**config.mk**
```make
export PLATFORM = sky130hd
export DESIGN_NAME = deadline_timer_scheduler
export DESIGN_NICKNAME = d
export VERILOG_FILES = /design/src/hdl/dts_pkg.sv /design/src/hdl/dts_ram.sv /design/src/hdl/deadline_timer_scheduler.sv
export SDC_FILE = /design/constraint.sdc
export NUM_CORES = 2
export LEC_CHECK = 0
export BUFFER_PORTS_ARGS = -buffer_cell sky130_fd_sc_hd__buf_2
export CAP_MARGIN = 10
export CORE_MARGIN = 2
export CORE_UTILIZATION = 45
export CTS_CLUSTER_DIAMETER = 100
export DETAILED_ROUTE_END_ITERATION = 16
export SLEW_MARGIN = 20
export SYNTH_ARGS = -nofsm -noshare
export SYNTH_HDL_FRONTEND = slang
export SYNTH_SLANG_ARGS = --single-unit
```
**constraint.sdc**
```tcl
create_clock -name clk -period 15.3 [get_ports clk]
set_input_delay 3.06 -clock clk [delete_from_list [all_inputs] [get_ports clk]]
set_output_delay 3.06 -clock clk [all_outputs]
set_load 0.05 [all_outputs]
```
**src/hdl/dts_pkg.sv**
```systemverilog
`timescale 1ns / 1ps

package dts_pkg;

  typedef enum logic [3:0] {
    ST_IDLE,
    ST_REM_SCAN,
    ST_DUE_SCAN,
    ST_PICK_SCAN,
    ST_FIRE,
    ST_RESCH_SCAN,
    ST_HEAD_SCAN,
    ST_STATUS
  } state_t;

  localparam logic [1:0] MODE_ADD_ONE  = 2'd0;
  localparam logic [1:0] MODE_ADD_PER  = 2'd1;
  localparam logic [1:0] MODE_REMOVE   = 2'd2;
  localparam logic [1:0] MODE_TICK     = 2'd3;

  localparam logic [1:0] STAT_OK       = 2'd0;
  localparam logic [1:0] STAT_FULL     = 2'd1;
  localparam logic [1:0] STAT_NOTFOUND = 2'd2;

  localparam logic KIND_FIRED  = 1'b0;
  localparam logic KIND_STATUS = 1'b1;

endpackage

```
**src/hdl/dts_ram.sv**
```systemverilog
`timescale 1ns / 1ps

module dts_ram #(
  parameter int WIDTH = 8,
  parameter int DEPTH = 16
) (
  input  logic                     clk,
  input  logic                     we,
  input  logic [$clog2(DEPTH)-1:0] waddr,
  input  logic [WIDTH-1:0]         wdata,
  input  logic [$clog2(DEPTH)-1:0] raddr,
  output logic [WIDTH-1:0]         rdata
);

  logic [WIDTH-1:0] mem [DEPTH];

  always_ff @(posedge clk) begin
    if (we) begin
      mem[waddr] <= wdata;
    end
    rdata <= mem[raddr];
  end

endmodule

```
**src/hdl/deadline_timer_scheduler.sv**
```systemverilog
`timescale 1ns / 1ps
// Deadline timer scheduler: a table of task slots kept in one RAM word per slot
// (task, deadline, period), with slot valid bits in flip-flops.
// A request is taken on a clock edge where start is high and busy is low; busy
// stays high until the last result of that request has been shown.
// Results appear for exactly one cycle with out_valid high; the receiver cannot
// stall them. Fired-task results (out_kind 0) come first in deadline order, and
// every request ends with one status result (out_kind 1, out_last 1).
// Each pass over the table reads one slot a cycle.
// Add: one head pass; a full table goes straight to the status result.
// Remove: a search pass, then a head pass; only the search when not found.
// Tick: a due pass, then one ordering pass per fired task and one more, a
// reschedule pass and a head pass; an empty table goes straight to status.
// Only one request is in work at a time.
// After reset the table is empty and the timer is stopped; no clearing pass.
module deadline_timer_scheduler #(
  parameter int              SLOTS      = 16,
  parameter int              TIME_BITS  = 32,
  parameter longint unsigned MAX_RELOAD = 65535
) (
  input  logic        clk,
  input  logic        rst_n,
  input  logic        start,
  output logic        busy,
  input  logic [1:0]  in_mode,
  input  logic [7:0]  in_task_id,
  input  logic [31:0] in_delay,
  input  logic [31:0] in_now,
  output logic        out_valid,
  output logic        out_kind,
  output logic [7:0]  out_fired_task,
  output logic [1:0]  out_status,
  output logic        out_timer_on,
  output logic        out_timer_restart,
  output logic [15:0] out_reload,
  output logic        out_last
);

  localparam int IW = $clog2(SLOTS);
  localparam int TB = TIME_BITS;
  localparam int RW = 8 + 2 * TB;
  localparam logic [15:0] CAP = (MAX_RELOAD < 64'd65535) ? MAX_RELOAD[15:0] : 16'hFFFF;

  dts_pkg::state_t state_r, state_nxt;
  logic [IW:0]     cnt_r, cnt_nxt;
  logic [SLOTS-1:0] valid_r, valid_nxt, due_r, due_nxt, done_r, done_nxt;
  logic            found_r, found_nxt;
  logic [IW-1:0]   bidx_r, bidx_nxt;
  logic [TB-1:0]   bdl_r, bdl_nxt;
  logic [7:0]      btask_r, btask_nxt;
  logic [1:0]      status_r, status_nxt;
  logic            restart_r, restart_nxt, ton_r, ton_nxt;
  logic [TB-1:0]   head_r, head_nxt;
  logic [7:0]      tid_r;
  logic [TB-1:0]   now_r;

  logic            we;
  logic [IW-1:0]   waddr, p;
  logic [RW-1:0]   wdata, rdata;
  logic [7:0]      q_task;
  logic [TB-1:0]   q_dl, q_per;
  logic            proc, last_cyc, cand, take, accept, full;
  logic [IW-1:0]   free_idx;
  logic [TB-1:0]   diff, rl;

  dts_ram #(.WIDTH(RW), .DEPTH(SLOTS)) u_ram (
    .clk   (clk),
    .we    (we),
    .waddr (waddr),
    .wdata (wdata),
    .raddr (cnt_r[IW-1:0]),
    .rdata (rdata)
  );

  assign q_task   = rdata[RW-1 -: 8];
  assign q_dl     = rdata[2*TB-1 -: TB];
  assign q_per    = rdata[TB-1:0];
  assign p        = IW'(cnt_r - 1'b1);
  assign proc     = (cnt_r != '0);
  assign last_cyc = (cnt_r == (IW+1)'(SLOTS));
  assign busy     = (state_r != dts_pkg::ST_IDLE);
  assign accept   = start && !busy;
  assign full     = &valid_r;

  always_comb begin
    free_idx = '0;
    for (int i = SLOTS - 1; i >= 0; i--) begin
      if (!valid_r[i]) free_idx = IW'(i);
    end
  end

  // Earliest-deadline search shared by the remove, pick and head passes;
  // a strict compare keeps the lowest slot on equal deadlines.
  always_comb begin
    case (state_r)
      dts_pkg::ST_REM_SCAN:  cand = valid_r[p] && (q_task == tid_r);
      dts_pkg::ST_PICK_SCAN: cand = due_r[p] && !done_r[p];
      dts_pkg::ST_HEAD_SCAN: cand = valid_r[p];
      default:               cand = 1'b0;
    endcase
    take = proc && cand && (!found_r || (q_dl < bdl_r));
  end

  always_comb begin
    state_nxt   = state_r;
    cnt_nxt     = (cnt_r < (IW+1)'(SLOTS)) ? cnt_r + 1'b1 : cnt_r;
    valid_nxt   = valid_r;
    due_nxt     = due_r;
    done_nxt    = done_r;
    found_nxt   = found_r || take;
    bidx_nxt    = take ? p : bidx_r;
    bdl_nxt     = take ? q_dl : bdl_r;
    btask_nxt   = take ? q_task : btask_r;
    status_nxt  = status_r;
    restart_nxt = restart_r;
    ton_nxt     = ton_r;
    head_nxt    = head_r;
    we          = 1'b0;
    waddr       = free_idx;
    wdata       = {in_task_id, TB'(in_now) + TB'(in_delay),
                   (in_mode == dts_pkg::MODE_ADD_PER) ? TB'(in_delay) : TB'(0)};

    unique case (state_r)
      dts_pkg::ST_IDLE: begin
        cnt_nxt   = '0;
        found_nxt = 1'b0;
        if (accept) begin
          status_nxt  = dts_pkg::STAT_OK;
          restart_nxt = 1'b0;
          case (in_mode) inside
            dts_pkg::MODE_ADD_ONE, dts_pkg::MODE_ADD_PER: begin
              if (full) begin
                status_nxt = dts_pkg::STAT_FULL;
                state_nxt  = dts_pkg::ST_STATUS;
              end else begin
                we                  = 1'b1;
                valid_nxt[free_idx] = 1'b1;
                state_nxt           = dts_pkg::ST_HEAD_SCAN;
              end
            end
            dts_pkg::MODE_REMOVE: state_nxt = dts_pkg::ST_REM_SCAN;
            default: begin
              state_nxt = (|valid_r) ? dts_pkg::ST_DUE_SCAN : dts_pkg::ST_STATUS;
            end
          endcase
        end
      end
      dts_pkg::ST_REM_SCAN: begin
        if (last_cyc) begin
          cnt_nxt = '0;
          if (!found_nxt) begin
            status_nxt = dts_pkg::STAT_NOTFOUND;
            state_nxt  = dts_pkg::ST_STATUS;
          end else begin
            valid_nxt[bidx_nxt] = 1'b0;
            found_nxt           = 1'b0;
            state_nxt           = dts_pkg::ST_HEAD_SCAN;
          end
        end
      end
      dts_pkg::ST_DUE_SCAN: begin
        if (proc) due_nxt[p] = valid_r[p] && (q_dl <= now_r);
        if (last_cyc) begin
          cnt_nxt   = '0;
          done_nxt  = '0;
          found_nxt = 1'b0;
          state_nxt = dts_pkg::ST_PICK_SCAN;
        end
      end
      dts_pkg::ST_PICK_SCAN: begin
        if (last_cyc) begin
          cnt_nxt   = '0;
          state_nxt = found_nxt ? dts_pkg::ST_FIRE : dts_pkg::ST_RESCH_SCAN;
        end
      end
      dts_pkg::ST_FIRE: begin
        done_nxt[bidx_r] = 1'b1;
        cnt_nxt          = '0;
        found_nxt        = 1'b0;
        state_nxt        = dts_pkg::ST_PICK_SCAN;
      end
      dts_pkg::ST_RESCH_SCAN: begin
        // The slot read in the previous cycle is written back while the next is read.
        if (proc && due_r[p]) begin
          if (q_per != '0) begin
            we    = 1'b1;
            waddr = p;
            wdata = {q_task, now_r + q_per, q_per};
          end else begin
            valid_nxt[p] = 1'b0;
          end
        end
        if (last_cyc) begin
          cnt_nxt   = '0;
          found_nxt = 1'b0;
          state_nxt = dts_pkg::ST_HEAD_SCAN;
        end
      end
      dts_pkg::ST_HEAD_SCAN: begin
        if (last_cyc) begin
          cnt_nxt   = '0;
          state_nxt = dts_pkg::ST_STATUS;
          if (!found_nxt) begin
            ton_nxt = 1'b0;
          end else if ((bdl_nxt != head_r) || !ton_r) begin
            ton_nxt     = 1'b1;
            restart_nxt = 1'b1;
            head_nxt    = bdl_nxt;
          end
        end
      end
      dts_pkg::ST_STATUS: begin
        state_nxt = dts_pkg::ST_IDLE;
      end
      default: state_nxt = dts_pkg::ST_IDLE;
    endcase
  end

  always_ff @(posedge clk) begin
    if (!rst_n) begin
      state_r   <= dts_pkg::ST_IDLE;
      cnt_r     <= '0;
      valid_r   <= '0;
      due_r     <= '0;
      done_r    <= '0;
      found_r   <= 1'b0;
      status_r  <= dts_pkg::STAT_OK;
      restart_r <= 1'b0;
      ton_r     <= 1'b0;
      head_r    <= '0;
    end else begin
      state_r   <= state_nxt;
      cnt_r     <= cnt_nxt;
      valid_r   <= valid_nxt;
      due_r     <= due_nxt;
      done_r    <= done_nxt;
      found_r   <= found_nxt;
      status_r  <= status_nxt;
      restart_r <= restart_nxt;
      ton_r     <= ton_nxt;
      head_r    <= head_nxt;
    end
  end

  always_ff @(posedge clk) begin
    bidx_r  <= bidx_nxt;
    bdl_r   <= bdl_nxt;
    btask_r <= btask_nxt;
    if (accept) begin
      tid_r  <= in_task_id;
      now_r  <= TB'(in_now);
    end
  end

  always_comb begin
    diff = head_r - now_r;
    rl   = ((head_r > now_r) && (diff > TB'(1))) ? diff : TB'(1);
    if (rl > TB'(CAP)) rl = TB'(CAP);
  end

  logic is_status;
  assign is_status = (state_r == dts_pkg::ST_STATUS);

  assign out_valid         = is_status || (state_r == dts_pkg::ST_FIRE);
  assign out_kind          = is_status ? dts_pkg::KIND_STATUS : dts_pkg::KIND_FIRED;
  assign out_fired_task    = is_status ? 8'd0 : btask_r;
  assign out_status        = is_status ? status_r : dts_pkg::STAT_OK;
  assign out_timer_on      = is_status && ton_r;
  assign out_timer_restart = is_status && restart_r;
  assign out_reload        = (is_status && ton_r) ? rl[15:0] : 16'd0;
  assign out_last          = is_status;

endmodule

```
== After elaboration in Yosys (flattened, before gate mapping) ==
Memory sizes are Yosys's and may differ from the RTL's. A register that Yosys moved wholly into a read port is not among the register bits.
Cells that the tools add are included.
Cells by class
  muxes and demuxes: 95
  order comparisons: 14
  reduce and logical (&&, ||, !) cells: 45
  bitwise operators: 6
  equality and inequality tests: 27
  add/subtract/negate cells: 5
Operators by type and width (count)
  2-to-1 mux 72 bit: 3
  2-to-1 mux 16 bit: 10
  2-to-1 mux 4 bit: 27
  2-to-1 mux 32 bit: 3
  adder 32 bit: 2
  case mux 16 bit (3 select lines): 1
  bitwise AND 16 bit: 2
  > comparator 32 x 1 -> 1 bit, second input constant: 1
  > comparator 32 x 16 -> 1 bit, second input constant: 1
  > comparator 32 bit: 1
  <= comparator 32 bit: 1
  less-than comparator 32 bit: 1
  inequality test 32 bit: 1
  NOT 16 bit: 2
  bitwise OR 16 bit: 2
  case mux 16 bit (2 select lines): 1
  nonzero test 32 bit: 1
  subtractor 32 bit: 1
  case mux 4 bit (7 select lines): 1
  2-to-1 mux 1 bit: 26
  inequality test 2 bit, second input constant: 13
  less-than comparator 4 x 5 -> 1 bit, second input constant: 4
  bitwise mux 16 bit: 1
  demux 1 bit (select 4 bit): 4
  41 further kinds: 82
Storage, ports and cells
  word-level logic and storage cells: 208
  input port bits: 77
  memory bits (writable): 1152
  memories kept: 1
  output and inout bits: 32
  register bits after elaboration: 178
Memories
  u_ram.mem: depth 16, width 72, read ports 1, clocked after Yosys merged registers in 1, wr ports 1, line dts_ram.sv:15  | logic [WIDTH-1:0] mem [DEPTH];

== Logic depth before layout (Yosys ltp) ==
  depth in word-level cells: 25
  mapped depth: 22
  depth with buffers taken out: 15

== Modules after synthesis ==
A second synthesis with hierarchy kept.
Second synthesis, totals
  cells, all modules: 3782
  area total of the unflattened synthesis: 60095.1 µm²
Modules (own cells, without submodules)
  dts_ram: times used 1, sequential area each 36034.6 µm², cells an instance 1850, area each 44551.5 µm²
  deadline_timer_scheduler: times used 1, sequential area each 4023.9 µm², cells an instance 1932, area each 15543.7 µm²

== Worst setup path before layout ==
No wires, ideal clock.
  path type: reg-to-reg
  start: reg cnt_r[0]
  end: mem u_ram.mem[2][0] in the netlist's numbering, enable pin
  data arrival time: 6.938 ns
  cell stages (with the launch flop): 18
  setup time: 0.503 ns
  required time: 14.797 ns
  buffers on the path: 6
  clock period less this slack: 7.441 ns
  path slack: 7.859 ns
  path through: dfxtp_1 -> buf_6 -> buf_2 -> buf_1 -> buf_1 -> inv_1 -> ha_1 -> clkbuf_1 -> mux4_2 -> mux4_2 -> nand2_1 -> nor3_1 -> inv_1 -> clkbuf_1 -> a21oi_1 -> inv_1 -> nand2b_1 -> nor2_1
Between the ends
  longest elaborated chain between the ends: 8
  elaborated cells between the ends (all ways): 12
  those cells by class: 1 x add/sub; 9 x mux; 2 x reduce/logical
Ends and longest elaborated chain
  start: declaration: line deadline_timer_scheduler.sv:45  | logic [IW:0] cnt_r, cnt_nxt;
  start signal: assignment: line deadline_timer_scheduler.sv:233  | cnt_r <= cnt_nxt;
  subtractor 4 x 1 -> 4 bit: line deadline_timer_scheduler.sv:78  | assign p = IW'(cnt_r - 1'b1);
  binary-select mux 1 bit (select 4 bit): line deadline_timer_scheduler.sv:184  | if (proc && due_r[p]) begin
  2-to-1 mux 1 bit (not written as such): line deadline_timer_scheduler.sv:184
  logical AND 1 bit: line deadline_timer_scheduler.sv:184
  2-to-1 mux 1 bit: line deadline_timer_scheduler.sv:184
  case mux 1 bit (2 select lines): line deadline_timer_scheduler.sv:123  | unique case (state_r)
  2-to-1 mux 1 bit: line dts_ram.sv:18  | if (we) begin
  2-to-1 mux 1 bit (not written as such): line dts_ram.sv:19  | mem[waddr] <= wdata;
  end: declaration: line dts_ram.sv:15
Parallel ways exist; a longest one is shown, timed or not. The select of a mux whose other input is x is not followed.

== Worst setup path in the final report ==
  start: reg now_r[0]
  end: out out_reload[0]
Between the ends
  longest elaborated chain between the ends: 7
  elaborated cells between the ends (all ways): 8
  those cells by class: 1 x add/sub; 3 x order compare; 3 x mux; 1 x reduce/logical
Ends and longest elaborated chain
  start: declaration: line deadline_timer_scheduler.sv:55  | logic [TB-1:0] now_r;
  start signal: assignment: line deadline_timer_scheduler.sv:251  | now_r <= TB'(in_now);
  subtractor 32 bit: line deadline_timer_scheduler.sv:256  | diff = head_r - now_r;
  > comparator 32 x 1 -> 1 bit: line deadline_timer_scheduler.sv:257  | rl = ((head_r > now_r) && (diff > TB'(1))) ? diff : TB'(1);
  logical AND 1 bit: line deadline_timer_scheduler.sv:257
  2-to-1 mux 32 bit (*): line deadline_timer_scheduler.sv:257
  > comparator 32 x 16 -> 1 bit: line deadline_timer_scheduler.sv:258  | if (rl > TB'(CAP)) rl = TB'(CAP);
  2-to-1 mux 16 bit (*): line deadline_timer_scheduler.sv:258
  2-to-1 mux 16 bit (*): line deadline_timer_scheduler.sv:270  | assign out_reload = (is_status && ton_r) ? rl[15:0] : 16'd0;
  end: declaration: line deadline_timer_scheduler.sv:35  | output logic [15:0] out_reload,
Every way passes the cells marked *; elsewhere a longest branch is shown, timed or not.

==> impl_metrics.ini <==
[run_status]
status = finished clean

[layout]
final_core_utilization = 0.512
syn_to_final_growth_pct = 13.4
nNetsFinal = 4073
drive_above_1_share = 0.219

[timing]
rsz0062_at_grt = false
post-route-min-period_ns = 8.09
hold_viol = 0
setup_viol = 0
max_slew_margin = 0.262
fmax_mhz = 124
setup_slack_ns = 7.21
fin_skew_ns = 0.0467
min_period_over_period = 0.529
tightest_slew_ns = 1.11
slew_violations = 0
tns_ns = 0

[yosys]
synthTopCellsByArea = edfxtp_1 (60%), mux4_2 (14%), dfxtp_1 (6.7%)
syn_nets = 3859
ys_types = 75
synth_cells = 3616
avgSynthCellArea_um2 = 16.6
synthArstFlopShare = 0
synth-edff-count = 1200
yosysTopAreaCellShare = 0.600
yosys_warnings = 0
synth_top_area_cell = edfxtp_1
seq_area_frac_synth = 0.667
synthFlopType = edfxtp_1
ys_ff_latch = 1401
syn_area_um2 = 60000

[pwr]
power.density_nw_per_um2 = 147
power_leakage_nw = 22.8
vdd_drop_max_uv = 122

[cts]
clockBufferDepth = 3
cts_made_buffers = 148
htreeDepth = 4
clkTransAtPathRegs_ns = 0.06
insertion_delay_ns = 0.81
cts.sinks = 1401
cts_resized = 0
ctsHoldBuffers = 0
cts_tree = built
cts_setup_buffers = 0
root_buffer = clkbuf_16

[placement]
routabilityCongestion = 0.956
dpl.hpwl_um = 96000
numPortBuffers = 108
pre_cts_slack_ns = 7.80

[floorplanning]
dieArea_um2 = 136000
die_x_um = 369
ioPinCount = 109
die_height_um = 369
rows = 134
initial_core_util = 0.451
core_area_um2 = 133000

[grt]
grt_max_degree = 128
grt_pass1_wl_um = 232000
grt_pass1_vias = 33426
grt_usage = 0.235
antenna_found_initial = 5
overflow = 0

[critical_path]
cp-startpoint = now_r[0]
critPathArrivalTime_ns = 5.03
reg2reg_from = cnt_r[1]
crit_type = reg2out
cp-start-kind = register
crit_fanout = 14
end_kind = output port
cp.required_ns = 12.24

[routing]
vias = 33855
via_per_inst = 5.92
drc = 0
first_pass_iters = 5
postRouteAntennaNets = 0
totalWireLength_um = 160000
dr.first_iter.drc_count = 3599
wl_per_cell_um = 28.0

[min_path]
hold_path_class = reg2reg
hp-start = done_r[5]

[flow_run]
cap_violations = 0
power breakdown:
group / internal [mW] / leakage, nW / switching (mW)
sequential: 4.37 / 12.3 / 0.214
combinational: 0.825 / 8.09 / 1.04
clock: 2.07 / 2.35 / 1.50
total: 7.26 / 22.8 / 2.76
final timing paths:
kind / depth (start not counted) / slack [ns] / endpoint
worst min register to register: 2 / 0.46 / done_r[5]
worst max register to register: 14 / 8.63 / u_ram.mem[15][5]
worst min-delay path: 2 / 0.46 / done_r[5]
worst max-delay path: 16 / 7.21 / out_reload[0]
worst max-delay path, stage by stage, from the launching register on:
cell and delay [ns]:
edfxtp_1 0.52, ha_1 0.27, fa_1 0.40, nor2b_1 0.11
o21ai_0 0.10, a21boi_0 0.29, o21ai_0 0.18, buf_4 0.22
o211ai_1 0.26, a31oi_1 0.13, o21ai_0 0.39, a21boi_0 0.19
mux2i_1 0.35, nor3_1 0.11, buf_4 0.20, a41oi_1 0.20
buf_2 0.29
synthesized netlist by cell type (18+ instances only):
cell,count
a21o_1,57
a21oi_1,132
a31oi_1,22
buf_1,26
clkbuf_1,114
dfxtp_1,201
edfxtp_1,1200
ha_1,163
inv_1,138
mux2i_1,54
mux4_2,374
nand2_1,259
nand2b_1,30
nand3_1,36
nand4_1,30
nor2_1,131
nor2b_1,33
nor3_1,29
nor4_1,29
o211a_1,18
o211ai_1,24
o21a_1,20
o21ai_0,142
o22ai_1,26
o31ai_1,21
xnor2_1,64
xor2_1,49
stage by stage:
stage	hold slack (ns)	std cells	power (mW)	cell area [µm²]
3_5_place_dp	0.454	5447	6.52	63200
3_3_place_gp	0.444	5447	6.51	63100
2_1_floorplan	0.431	3616	5.92	60000
4_1_cts	0.467	5720	10.1	68000
6_report	0.465	5722	10.0	68100
5_1_grt	0.493	5721	10.4	68100
cells by family after synthesis:
kind of cell / synth area share
mux: 0.151
simple gates: 0.0505
flops: 0.667
xor+xnor: 0.0168
fa+ha+maj: 0.0350
buf+inv: 0.0187
compound gates: 0.0602
placed cells by master, fill, tap and decap left out, types with 28 or more instances in the layout:
cell,n
a21o_1,57
a21oi_1,124
buf_2,108
buf_4,105
clkbuf_1,51
clkbuf_16,150
dfxtp_1,197
edfxtp_1,1200
ha_1,163
inv_1,137
mux2i_1,51
mux4_2,374
nand2_1,259
nand2b_1,30
nand3_1,36
nand4_1,30
nor2_1,115
nor2b_1,32
nor3_1,28
nor4_1,29
o21ai_0,141
xnor2_1,64
xor2_1,49
layer usage:
metal / global-route usage / routed length (µm) / vias up
met3: 0.0378 / 10600 / 225
met1: 0.340 / 70000 / 17554
met2: 0.368 / 75000 / 1226
met4: 0.0722 / 4320 / 8
li1: - / - / 14842
met5: 0 / 61 / -
cell type report:
cell class	instances	area, µm²
tap	1768	2210
fill	10880	64900
antenna	1	2.50
clock buffer	216	4150
timing repair buffer	215	1370
inverter	139	522
multi-input combinational	1925	19000
sequential	1401	40100
clock inverter	57	692
sequential cells by signal, summed over array words and instances (netlist names), 16 cells and up:
signal	cells
head_r	32
due_r	16
u_ram.rdata	72
valid_r	16
now_r	32
done_r	16
bdl_r	32
u_ram.mem	1152
(Power assumes the default switching activity.)
